===== src/rtl/lrukv_pkg.sv =====
// lrukv_pkg: types and constants shared by the lru key-value cache modules
// holds the controller state type, the command and status structs and field widths
// no dependencies
package lrukv_pkg;

   localparam int unsigned KEY_W   = 32;
   localparam int unsigned VALUE_W = 32;
   localparam int unsigned CAP_W   = 5;

   localparam logic [CAP_W-1:0]   CAP_RESET = 5'd16;
   localparam logic               OP_GET    = 1'b0;
   localparam logic               OP_PUT    = 1'b1;
   localparam logic [VALUE_W-1:0] READ_MISS = 32'hFFFF_FFFF;

   typedef enum logic [1:0] {
      ST_IDLE,
      ST_SCAN,
      ST_COMMIT
   } lrukv_state_type;

   // controller to datapath
   typedef struct packed {
      logic load;    // capture the request beat, restart the walk
      logic scan;    // walk the key store one entry a cycle
      logic commit;  // apply the update and load the response register
   } lrukv_cmd_type;

   // datapath to controller
   typedef struct packed {
      logic scan_done;  // every entry has been compared
      logic out_free;   // response register can take a beat this cycle
   } lrukv_status_type;

endpackage


===== src/rtl/lrukv_ram.sv =====
// lrukv_ram: generic single write port, single read port ram with registered read
// no dependencies
module lrukv_ram #(
   parameter int unsigned WIDTH = 32,
   parameter int unsigned DEPTH = 16
) (
   input  logic                                   clock,
   input  logic                                   wr_en,
   input  logic [(DEPTH > 1 ? $clog2(DEPTH) : 1)-1:0] wr_addr,
   input  logic [WIDTH-1:0]                       wr_data,
   input  logic                                   rd_en,
   input  logic [(DEPTH > 1 ? $clog2(DEPTH) : 1)-1:0] rd_addr,
   output logic [WIDTH-1:0]                       rd_data
);

   logic [WIDTH-1:0] mem_ff [DEPTH];
   logic [WIDTH-1:0] rd_data_ff;

   always_ff @(posedge clock) begin
      if (wr_en) begin
         mem_ff[wr_addr] <= wr_data;
      end
      if (rd_en) begin
         rd_data_ff <= mem_ff[rd_addr];
      end
   end

   assign rd_data = rd_data_ff;

endmodule


===== src/rtl/lrukv_ctrl.sv =====
// lrukv_ctrl: sequencing state machine of the lru key-value cache
// depends on lrukv_pkg for the state, command and status types
module lrukv_ctrl (
   input  logic                        clock,
   input  logic                        reset,
   input  logic                        req_tvalid,
   output logic                        req_tready,
   input  lrukv_pkg::lrukv_status_type status,
   output lrukv_pkg::lrukv_cmd_type    cmd
);

   lrukv_pkg::lrukv_state_type state_ff;
   lrukv_pkg::lrukv_state_type state_in;

   always_ff @(posedge clock) begin
      if (reset) begin
         state_ff <= lrukv_pkg::ST_IDLE;
      end else begin
         state_ff <= state_in;
      end
   end

   // next state
   always_comb begin
      state_in = state_ff;
      unique case (state_ff)
         lrukv_pkg::ST_IDLE: begin
            if (req_tvalid) begin
               state_in = lrukv_pkg::ST_SCAN;
            end
         end
         lrukv_pkg::ST_SCAN: begin
            if (status.scan_done) begin
               state_in = lrukv_pkg::ST_COMMIT;
            end
         end
         lrukv_pkg::ST_COMMIT: begin
            if (status.out_free) begin
               state_in = lrukv_pkg::ST_IDLE;
            end
         end
         default: begin
            state_in = lrukv_pkg::ST_IDLE;
         end
      endcase
   end

   // outputs
   always_comb begin
      req_tready = 1'b0;
      cmd        = '0;
      unique case (state_ff)
         lrukv_pkg::ST_IDLE: begin
            req_tready = 1'b1;
            cmd.load   = req_tvalid;
         end
         lrukv_pkg::ST_SCAN: begin
            cmd.scan = 1'b1;
         end
         lrukv_pkg::ST_COMMIT: begin
            cmd.commit = status.out_free;
         end
         default: begin
            cmd = '0;
         end
      endcase
   end

`ifndef SYNTH
   // a walk only starts from an accepted beat
   assert property (@(posedge clock) disable iff (reset)
      (state_ff == lrukv_pkg::ST_SCAN && $past(state_ff) == lrukv_pkg::ST_IDLE)
      |-> $past(req_tvalid))
      else $error("walk started without an accepted request beat");
`endif

endmodule


===== src/rtl/lrukv_datapath.sv =====
// lrukv_datapath: key and value stores, valid bits, recency ranks and response register
// depends on lrukv_pkg and lrukv_ram
module lrukv_datapath #(
   parameter int unsigned MAX_ENTRIES = 16
) (
   input  logic                                 clock,
   input  logic                                 reset,
   input  lrukv_pkg::lrukv_cmd_type             cmd,
   output lrukv_pkg::lrukv_status_type          status,
   input  logic                                 req_opcode,
   input  logic signed [lrukv_pkg::KEY_W-1:0]   req_key,
   input  logic signed [lrukv_pkg::VALUE_W-1:0] req_value,
   input  logic                                 csr_wr_en,
   input  logic [lrukv_pkg::CAP_W-1:0]          csr_wr_data,
   output logic                                 rsp_tvalid,
   input  logic                                 rsp_tready,
   output logic                                 rsp_found,
   output logic signed [lrukv_pkg::VALUE_W-1:0] rsp_read_value,
   output logic                                 rsp_evicted
);

   localparam int unsigned IW   = (MAX_ENTRIES > 1) ? $clog2(MAX_ENTRIES) : 1;
   localparam int unsigned CW   = $clog2(MAX_ENTRIES + 1);
   localparam int unsigned RW   = IW;
   localparam int unsigned CMPW = (CW > lrukv_pkg::CAP_W) ? CW : lrukv_pkg::CAP_W;

   // configuration
   logic [lrukv_pkg::CAP_W-1:0] capacity_ff;

   // request beat held for the whole access
   logic                                 op_ff;
   logic signed [lrukv_pkg::KEY_W-1:0]   key_ff;
   logic signed [lrukv_pkg::VALUE_W-1:0] value_ff;

   // entry state
   logic [MAX_ENTRIES-1:0] entry_valid_ff;
   logic [MAX_ENTRIES-1:0] entry_valid_in;
   logic [RW-1:0] rank_ff        [MAX_ENTRIES];
   logic [RW-1:0] rank_in        [MAX_ENTRIES];
   logic [CW-1:0] used_ff;
   logic [CW-1:0] used_in;

   // walk over the entries
   logic [CW-1:0] cnt_ff;
   logic [CW-1:0] cnt_in;
   logic          probe_live_ff;
   logic          probe_live_in;
   logic [IW-1:0] probe_idx_ff;
   logic          issue;

   // walk findings
   logic                                 hit_found_ff;
   logic                                 hit_found_in;
   logic [IW-1:0]                        hit_idx_ff;
   logic [IW-1:0]                        hit_idx_in;
   logic [RW-1:0]                        hit_rank_ff;
   logic [RW-1:0]                        hit_rank_in;
   logic signed [lrukv_pkg::VALUE_W-1:0] hit_value_ff;
   logic signed [lrukv_pkg::VALUE_W-1:0] hit_value_in;
   logic                                 victim_found_ff;
   logic                                 victim_found_in;
   logic [IW-1:0]                        victim_idx_ff;
   logic [IW-1:0]                        victim_idx_in;
   logic                                 free_found_ff;
   logic                                 free_found_in;
   logic [IW-1:0]                        free_idx_ff;
   logic [IW-1:0]                        free_idx_in;

   // store ports
   logic [lrukv_pkg::KEY_W-1:0]   key_rd;
   logic [lrukv_pkg::VALUE_W-1:0] val_rd;
   logic                          key_we;
   logic                          val_we;
   logic [IW-1:0]                 wr_addr;

   // commit decisions
   logic [CMPW-1:0] cap_eff;
   logic            need_evict;
   logic            evict_now;
   logic [IW-1:0]   slot_idx;
   logic            slot_ok;

   // response register
   logic                                 rsp_valid_ff;
   logic                                 rsp_valid_in;
   logic                                 rsp_found_ff;
   logic                                 rsp_found_in;
   logic signed [lrukv_pkg::VALUE_W-1:0] rsp_value_ff;
   logic signed [lrukv_pkg::VALUE_W-1:0] rsp_value_in;
   logic                                 rsp_evicted_ff;
   logic                                 rsp_evicted_in;

   assign issue = cmd.scan && (cnt_ff < CW'(MAX_ENTRIES));

   lrukv_ram #(
      .WIDTH (lrukv_pkg::KEY_W),
      .DEPTH (MAX_ENTRIES)
   ) u_key_ram (
      .clock   (clock),
      .wr_en   (key_we),
      .wr_addr (wr_addr),
      .wr_data (key_ff),
      .rd_en   (issue),
      .rd_addr (cnt_ff[IW-1:0]),
      .rd_data (key_rd)
   );

   lrukv_ram #(
      .WIDTH (lrukv_pkg::VALUE_W),
      .DEPTH (MAX_ENTRIES)
   ) u_value_ram (
      .clock   (clock),
      .wr_en   (val_we),
      .wr_addr (wr_addr),
      .wr_data (value_ff),
      .rd_en   (issue),
      .rd_addr (cnt_ff[IW-1:0]),
      .rd_data (val_rd)
   );

   // walk: address goes out one cycle, the compare follows the next
   always_comb begin
      cnt_in          = cnt_ff;
      probe_live_in   = issue;
      hit_found_in    = hit_found_ff;
      hit_idx_in      = hit_idx_ff;
      hit_rank_in     = hit_rank_ff;
      hit_value_in    = hit_value_ff;
      victim_found_in = victim_found_ff;
      victim_idx_in   = victim_idx_ff;
      free_found_in   = free_found_ff;
      free_idx_in     = free_idx_ff;
      if (cmd.load) begin
         cnt_in          = '0;
         hit_found_in    = 1'b0;
         victim_found_in = 1'b0;
         free_found_in   = 1'b0;
      end else begin
         if (issue) begin
            cnt_in = cnt_ff + CW'(1);
         end
         if (probe_live_ff) begin
            if (entry_valid_ff[probe_idx_ff]) begin
               if (!hit_found_ff && key_rd == key_ff) begin
                  hit_found_in = 1'b1;
                  hit_idx_in   = probe_idx_ff;
                  hit_rank_in  = rank_ff[probe_idx_ff];
                  hit_value_in = val_rd;
               end
               // oldest entry holds the top rank
               if (!victim_found_ff && CW'(rank_ff[probe_idx_ff]) == used_ff - CW'(1)) begin
                  victim_found_in = 1'b1;
                  victim_idx_in   = probe_idx_ff;
               end
            end else if (!free_found_ff) begin
               free_found_in = 1'b1;
               free_idx_in   = probe_idx_ff;
            end
         end
      end
   end

   // commit decisions
   always_comb begin
      cap_eff = CMPW'(capacity_ff);
      priority if (capacity_ff == '0) begin
         cap_eff = CMPW'(1);
      end else if (CMPW'(capacity_ff) > CMPW'(MAX_ENTRIES)) begin
         cap_eff = CMPW'(MAX_ENTRIES);
      end
      need_evict = (used_ff != '0) && (CMPW'(used_ff) >= cap_eff);
      evict_now  = need_evict && victim_found_ff;
      if (evict_now) begin
         slot_idx = (free_found_ff && free_idx_ff < victim_idx_ff) ? free_idx_ff : victim_idx_ff;
      end else begin
         slot_idx = free_idx_ff;
      end
      slot_ok = evict_now || free_found_ff;
   end

   // entry update and response
   always_comb begin
      entry_valid_in = entry_valid_ff;
      rank_in        = rank_ff;
      used_in        = used_ff;
      key_we         = 1'b0;
      val_we         = 1'b0;
      wr_addr        = slot_idx;
      rsp_valid_in   = rsp_valid_ff && !rsp_tready;
      rsp_found_in   = rsp_found_ff;
      rsp_value_in   = rsp_value_ff;
      rsp_evicted_in = rsp_evicted_ff;
      if (cmd.commit) begin
         rsp_valid_in   = 1'b1;
         rsp_found_in   = hit_found_ff;
         rsp_value_in   = '0;
         rsp_evicted_in = 1'b0;
         if (hit_found_ff) begin
            // move the hit entry to the front, younger entries age by one
            for (int i = 0; i < MAX_ENTRIES; i++) begin
               if (entry_valid_ff[i] && IW'(i) != hit_idx_ff && rank_ff[i] < hit_rank_ff) begin
                  rank_in[i] = rank_ff[i] + RW'(1);
               end
            end
            rank_in[hit_idx_ff] = '0;
            if (op_ff == lrukv_pkg::OP_GET) begin
               rsp_value_in = hit_value_ff;
            end else begin
               val_we  = 1'b1;
               wr_addr = hit_idx_ff;
            end
         end else if (op_ff == lrukv_pkg::OP_GET) begin
            rsp_value_in = lrukv_pkg::READ_MISS;
         end else if (slot_ok) begin
            for (int i = 0; i < MAX_ENTRIES; i++) begin
               if (entry_valid_ff[i] && !(evict_now && IW'(i) == victim_idx_ff)) begin
                  rank_in[i] = rank_ff[i] + RW'(1);
               end
            end
            if (evict_now) begin
               entry_valid_in[victim_idx_ff] = 1'b0;
            end
            entry_valid_in[slot_idx] = 1'b1;
            rank_in[slot_idx]        = '0;
            used_in                  = evict_now ? used_ff : used_ff + CW'(1);
            key_we                   = 1'b1;
            val_we                   = 1'b1;
            rsp_evicted_in           = evict_now;
         end
      end
   end

   always_ff @(posedge clock) begin
      if (reset) begin
         capacity_ff     <= lrukv_pkg::CAP_RESET;
         used_ff         <= '0;
         cnt_ff          <= '0;
         probe_live_ff   <= 1'b0;
         hit_found_ff    <= 1'b0;
         victim_found_ff <= 1'b0;
         free_found_ff   <= 1'b0;
         rsp_valid_ff    <= 1'b0;
         for (int i = 0; i < MAX_ENTRIES; i++) begin
            entry_valid_ff[i] <= 1'b0;
            rank_ff[i]        <= '0;
         end
      end else begin
         if (csr_wr_en) begin
            capacity_ff <= csr_wr_data;
         end
         used_ff         <= used_in;
         cnt_ff          <= cnt_in;
         probe_live_ff   <= probe_live_in;
         hit_found_ff    <= hit_found_in;
         victim_found_ff <= victim_found_in;
         free_found_ff   <= free_found_in;
         rsp_valid_ff    <= rsp_valid_in;
         entry_valid_ff  <= entry_valid_in;
         rank_ff         <= rank_in;
      end
   end

   always_ff @(posedge clock) begin
      if (cmd.load) begin
         op_ff    <= req_opcode;
         key_ff   <= req_key;
         value_ff <= req_value;
      end
      probe_idx_ff   <= cnt_ff[IW-1:0];
      hit_idx_ff     <= hit_idx_in;
      hit_rank_ff    <= hit_rank_in;
      hit_value_ff   <= hit_value_in;
      victim_idx_ff  <= victim_idx_in;
      free_idx_ff    <= free_idx_in;
      rsp_found_ff   <= rsp_found_in;
      rsp_value_ff   <= rsp_value_in;
      rsp_evicted_ff <= rsp_evicted_in;
   end

   assign status.scan_done = (cnt_ff == CW'(MAX_ENTRIES)) && !probe_live_ff;
   assign status.out_free  = !rsp_valid_ff || rsp_tready;

   assign rsp_tvalid     = rsp_valid_ff;
   assign rsp_found      = rsp_found_ff;
   assign rsp_read_value = rsp_value_ff;
   assign rsp_evicted    = rsp_evicted_ff;

`ifndef SYNTH
   // occupancy count tracks the valid bits
   assert property (@(posedge clock) disable iff (reset)
      $countones(entry_valid_ff) == int'(used_ff))
      else $error("occupancy count disagrees with valid bits");

   // a full cache always yields an oldest entry to evict
   assert property (@(posedge clock) disable iff (reset)
      (cmd.commit && op_ff == lrukv_pkg::OP_PUT && !hit_found_ff && need_evict)
      |-> victim_found_ff)
      else $error("no oldest entry found for eviction");

   // a pending response is never overwritten
   assert property (@(posedge clock) disable iff (reset)
      (rsp_valid_ff && !rsp_tready) |=> (rsp_valid_ff && $stable(rsp_value_ff)))
      else $error("pending response beat lost or altered");
`endif

endmodule


===== src/rtl/lru_key_value_cache.sv =====
// lru_key_value_cache: top level of the fully associative key-value cache
// instantiates lrukv_ctrl and lrukv_datapath, uses lrukv_pkg
//
// Fully associative key-value cache with least-recently-used replacement for up to
// MAX_ENTRIES entries. Each request beat is a get (tuser 0) or a put (tuser 1) of a
// 32-bit key and value; every request gives exactly one response beat carrying found,
// evicted and the read value (stored value on a get hit, -1 on a get miss, 0 on a put).
// One request is handled at a time: the beat is accepted, the key store is walked
// through its single read port (one address a cycle, then the registered read of the
// last entry and its compare settle), and the update is committed.
// A finished response waits in an output register while the next request is taken;
// the commit of that next request stalls until the waiting beat has gone.
// Recency is kept as a rank per entry in flip-flops, 0 being the most recent; valid
// bits clear on reset, so no clearing pass is needed. csr_wr_data sets the capacity
// that triggers eviction: 0 acts as 1 and values above MAX_ENTRIES act as MAX_ENTRIES.
// Write the capacity only while no request is in flight.
module lru_key_value_cache #(
   parameter int unsigned MAX_ENTRIES = 16
) (
   input  logic        clock,
   input  logic        reset,
   // request beat
   input  logic        req_tvalid,
   output logic        req_tready,
   input  logic [63:0] req_tdata,  // [31:0] key, [63:32] value
   input  logic        req_tuser,  // [0] opcode
   // response beat
   output logic        rsp_tvalid,
   input  logic        rsp_tready,
   output logic [31:0] rsp_tdata,  // [31:0] read_value
   output logic [1:0]  rsp_tuser,  // [0] found, [1] evicted
   // capacity register
   input  logic        csr_wr_en,
   input  logic [4:0]  csr_wr_data
);

   lrukv_pkg::lrukv_cmd_type    cmd;
   lrukv_pkg::lrukv_status_type status;

   logic                                 rsp_found;
   logic                                 rsp_evicted;
   logic signed [lrukv_pkg::VALUE_W-1:0] rsp_read_value;

   // sequencing: idle, walk, commit
   lrukv_ctrl u_ctrl (
      .clock      (clock),
      .reset      (reset),
      .req_tvalid (req_tvalid),
      .req_tready (req_tready),
      .status     (status),
      .cmd        (cmd)
   );

   // stores, ranks and response register
   lrukv_datapath #(
      .MAX_ENTRIES (MAX_ENTRIES)
   ) u_datapath (
      .clock          (clock),
      .reset          (reset),
      .cmd            (cmd),
      .status         (status),
      .req_opcode     (req_tuser),
      .req_key        (req_tdata[31:0]),
      .req_value      (req_tdata[63:32]),
      .csr_wr_en      (csr_wr_en),
      .csr_wr_data    (csr_wr_data),
      .rsp_tvalid     (rsp_tvalid),
      .rsp_tready     (rsp_tready),
      .rsp_found      (rsp_found),
      .rsp_read_value (rsp_read_value),
      .rsp_evicted    (rsp_evicted)
   );

   // pack the response beat
   assign rsp_tdata = rsp_read_value;
   assign rsp_tuser = {rsp_evicted, rsp_found};

endmodule

===== config.mk =====
export PLATFORM = sky130hd
export DESIGN_NAME = lru_key_value_cache
export DESIGN_NICKNAME = d
export VERILOG_FILES = /design/src/rtl/lrukv_pkg.sv /design/src/rtl/lrukv_ram.sv /design/src/rtl/lrukv_ctrl.sv /design/src/rtl/lrukv_datapath.sv /design/src/rtl/lru_key_value_cache.sv
export SDC_FILE = /design/constraint.sdc
export NUM_CORES = 2
export LEC_CHECK = 0
export BUFFER_PORTS_ARGS = -buffer_cell sky130_fd_sc_hd__buf_2
export CELL_PAD_IN_SITES_DETAIL_PLACEMENT = 0
export CELL_PAD_IN_SITES_GLOBAL_PLACEMENT = 1
export CORE_ASPECT_RATIO = 0.9
export CORE_MARGIN = 3
export CORE_UTILIZATION = 59
export DETAILED_ROUTE_END_ITERATION = 8
export PLACE_DENSITY_LB_ADDON = 0.1
export SLEW_MARGIN = 20
export SYNTH_ARGS = -nofsm -noshare
export SYNTH_HDL_FRONTEND = slang
export SYNTH_SLANG_ARGS = --single-unit

===== constraint.sdc =====
create_clock -name clock -period 19.87 [get_ports clock]
set_clock_uncertainty 0.2 [all_clocks]
set_input_delay 4.9675 -clock clock [delete_from_list [all_inputs] [get_ports clock]]
set_output_delay 4.9675 -clock clock [all_outputs]
set_load 0.02 [all_outputs]

==> results.toml <==
[logic_synthesis]
synth-compound-area-share = 0.05483
syn_inst = 2982
synth_edf_count = 1235
ys_seq_area_frac = 0.7109
yosysUniqueCellTypes = 82
yosysTopAreaCellShare = 0.6724
synth_largest_area_cell = "edfxtp_1"
netlist_area_mm2 = 0.05515
ys_warn_count = 0
ys_ff_latch = 1341
synth_area_leaders = "edfxtp_1 (67%), mux4_2 (14%), dfxtp_1 (3.8%), ha_1 (1.7%), nor2_1 (1.0%)"
ys.flop_type = "edfxtp_1"
syn_nets = 3133
yosys.area_share.adder = 0.01724
synth_top_family_by_area = "multiplexers"
synth_xor_area_frac = 0.01096
synthArstFlopShare = 0
synth-simple-area-share = 0.04086
syn_area_per_cell_um2 = 18.50
muxShareOfSynthArea = 0.1482

[setup_path]
crit-reg2reg-launch = "u_datapath.cnt_ff[0]$_SDFFE_PP0P_"
crit_chain = "buf_2 -> nand2b_1 -> nand2_1 -> buf_4 -> nor2_1 -> and2_1 -> o211ai_1 -> nor2_4 -> buf_16"
rrSetupSlack_ns = 14.90
slowest_delay_ns = 0.73
timing.critical_path.arrival_ns = 8.21
cp-start-kind = "primary input"
worst_path_max_delay_cell = "nor2_4"
crit_required_ns = 20.10
cp-end-kind = "flop"
rr_endpoint = "u_datapath.u_value_ram.rd_data[16]$_DFFE_PP_"
crit_fanout = 21
reg2regPathDepth = 5
critPathKind = "primary input to flop"

[placement]
gp_congestion = 0.9141
dpl.hpwl_um = 76950
dpl_worst_slack_ns = 10.97
dpl_cell_area_mm2 = 0.05751
placed_cells = 4237
io_buffer_count = 110

[global_route]
top_usage_layer = "met2"
grtUsageMet3 = 0.05621
grt_max_degree = 170
met1_usage = 0.4034
grt_pass1_wl_um = 195900
grt_pass1_vias = 30190
grt.met2_usage = 0.4220
overflow = 0
antenna_found_initial = 5
grt_use_total = 0.2739

[detailed_routing]
routed_wl_um = 131500
drt_iter0_drc = 3335
drc_errors = 0
ant_nets = 0
dr.pass1.iters = 6
vias = 29810
routed_via_density = 6.640
wl_per_cell_um = 29.30

[cts]
cts_made_buffers = 133
clk_pin_slew_ns = 0.06
postCtsSetupRepairBufs = 0
clk-insertion-delay-late_ns = 0.74
htree_levels = 4
cts.repair.resized = 0
cts.sinks = 1341
clock-root-buffer = "clkbuf_16"
cts_max_path_buffers = 3
tritoncts = "built"
cts_hold_buf = 0

[pwr]
power_mw = 5.740
powerDensity_mw_per_mm2 = 92.53
p_leak_nw = 20.02
p_int_mw = 4.548
p_seq_frac = 0.546
combPwrFrac = 0.028
clockPowerShare = 0.426
netSwitchingFraction = 0.2077
ir_drop_uv = 93.54
p_switching_mw = 1.192

[sta]
setup-violations-final = 0
maxSlewViolCount = 0
fin_crit_sh = 0.4015
rsz0062_at_grt = "no"
finalHoldViolations = 0
setup_slack_ns = 11.89
fin_setup_tns_ns = 0
period_minus_slack_ns = 7.978
whs_ns = 0.2125
slew_headroom = 0.2129
clock.fmax_ghz = 0.1254
worstMarginPinSlew_ns = 1.166

[hold_path]
whs_path_depth = 0
hold_path_class = "flop to flop"
hold_start = "u_datapath.u_value_ram.rd_data[13]$_DFFE_PP_"
whs_endpoint = "u_datapath.hit_value_ff[13]$_DFFE_PP_"

[finish]
nets = 3303
final_common_cell = "edfxtp_1"
layout_common_cells = "edfxtp_1 (1,235), mux4_2 (338), clkbuf_16 (134), nor2_1 (123), buf_2 (110)"
stdcell_area_mm2 = 0.06203
layout-drive-gt1-share = 0.2444
finish.utilization = 0.6745
instances_no_fill = 4489
area_growth_pct = 12.47

[outcome]
status = "complete, no violations"

[floorplanning]
die_x_um = 328.3
start_util = 0.5997
io_pins = 111
die_h_um = 296.1
core_mm2 = 0.09196
die_area_mm2 = 0.09719
rows = 105

[run]
drv_cap = 0
-- power groups by stage --
stage	logic, mW	registers, mW	clock network, mW
after global routing	0.171	3.14	2.59
after floorplan	0.111	3.18	0
final	0.159	3.14	2.44
after global placement	0.157	3.19	0
after detailed placement	0.159	3.20	0
after CTS	0.160	3.14	2.48
-- worst max-delay path, delay by kind of cell --
kind | cells | cell delay [ns]
compound gates | 1 | 0.61
simple gates | 5 | 1.99
buf+inv | 3 | 0.59
-- registers in the layout (all words and copies together) (netlist names), 5 cells and up --
name and flops:
u_datapath.capacity_ff 5, u_datapath.cnt_ff 5, u_datapath.entry_valid_ff 16, u_datapath.hit_value_ff 32
u_datapath.key_ff 32, u_datapath.rank_ff 64, u_datapath.rsp_read_value 32, u_datapath.u_key_ram.mem_ff 512
u_datapath.u_key_ram.rd_data 32, u_datapath.u_value_ram.mem_ff 512, u_datapath.u_value_ram.rd_data 32, u_datapath.used_ff 5
u_datapath.value_ff 32
-- worst max path at each step --
| stage | slack [ns] | startpoint | to |
|---|---|---|---|
| floorplan | 9.96 | req_tvalid | u_datapath.hit_idx_ff[0]$_DFFE_PP_ |
| global placement | 11.10 | rsp_tready | u_datapath.u_value_ram.mem_ff[14][15]$_DFFE_PP_ |
| detailed placement | 10.97 | rsp_tready | u_datapath.u_value_ram.mem_ff[14][21]$_DFFE_PP_ |
| CTS | 11.75 | rsp_tready | u_datapath.u_value_ram.mem_ff[14][7]$_DFFE_PP_ |
| global route | 11.79 | rsp_tready | u_datapath.u_value_ram.mem_ff[11][5]$_DFFE_PP_ |
| finish | 11.89 | rsp_tready | u_datapath.u_key_ram.mem_ff[10][17]$_DFFE_PP_ |
-- synthesized netlist by cell type, drive strengths merged (25+ instances only) --
cell type  instances
edfxtp          1235
mux4             344
nor2             153
a21oi            107
dfxtp            106
nand2             98
clkbuf            96
inv               80
ha                76
o21ai             61
buf               55
xor2              48
nor3              43
nand3             39
nand2b            35
a21o              34
mux2i             28
a211oi            25
-- routing by layer --
metal | vias to the layer above | wire length (µm)
li1 | 12550 | -
met1 | 15480 | 54450
met2 | 1555 | 62170
met3 | 222 | 11690
met4 | 0 | 3229
met5 | - | 0
-- kinds of logic after synthesis --
family | after synthesis
compound gates | 412
xor+xnor | 69
fa+ha+maj | 76
buf+inv | 232
flops | 1341
mux | 383
simple gates | 469
-- cell type report --
| class | instances | area (µm²) |
|---|---|---|
| Multi-Input combinational cell | 1409 | 15260 |
| Tap cell | 1230 | 1539 |
| Timing Repair Buffer | 186 | 1429 |
| Inverter | 81 | 304.0 |
| Antenna cell | 2 | 5.005 |
| Sequential cell | 1341 | 39230 |
| Clock inverter | 71 | 759.5 |
| Clock buffer | 169 | 3505 |
| Fill cell | 5869 | 29930 |
Note: power is estimated with default switching activity, not from simulation.
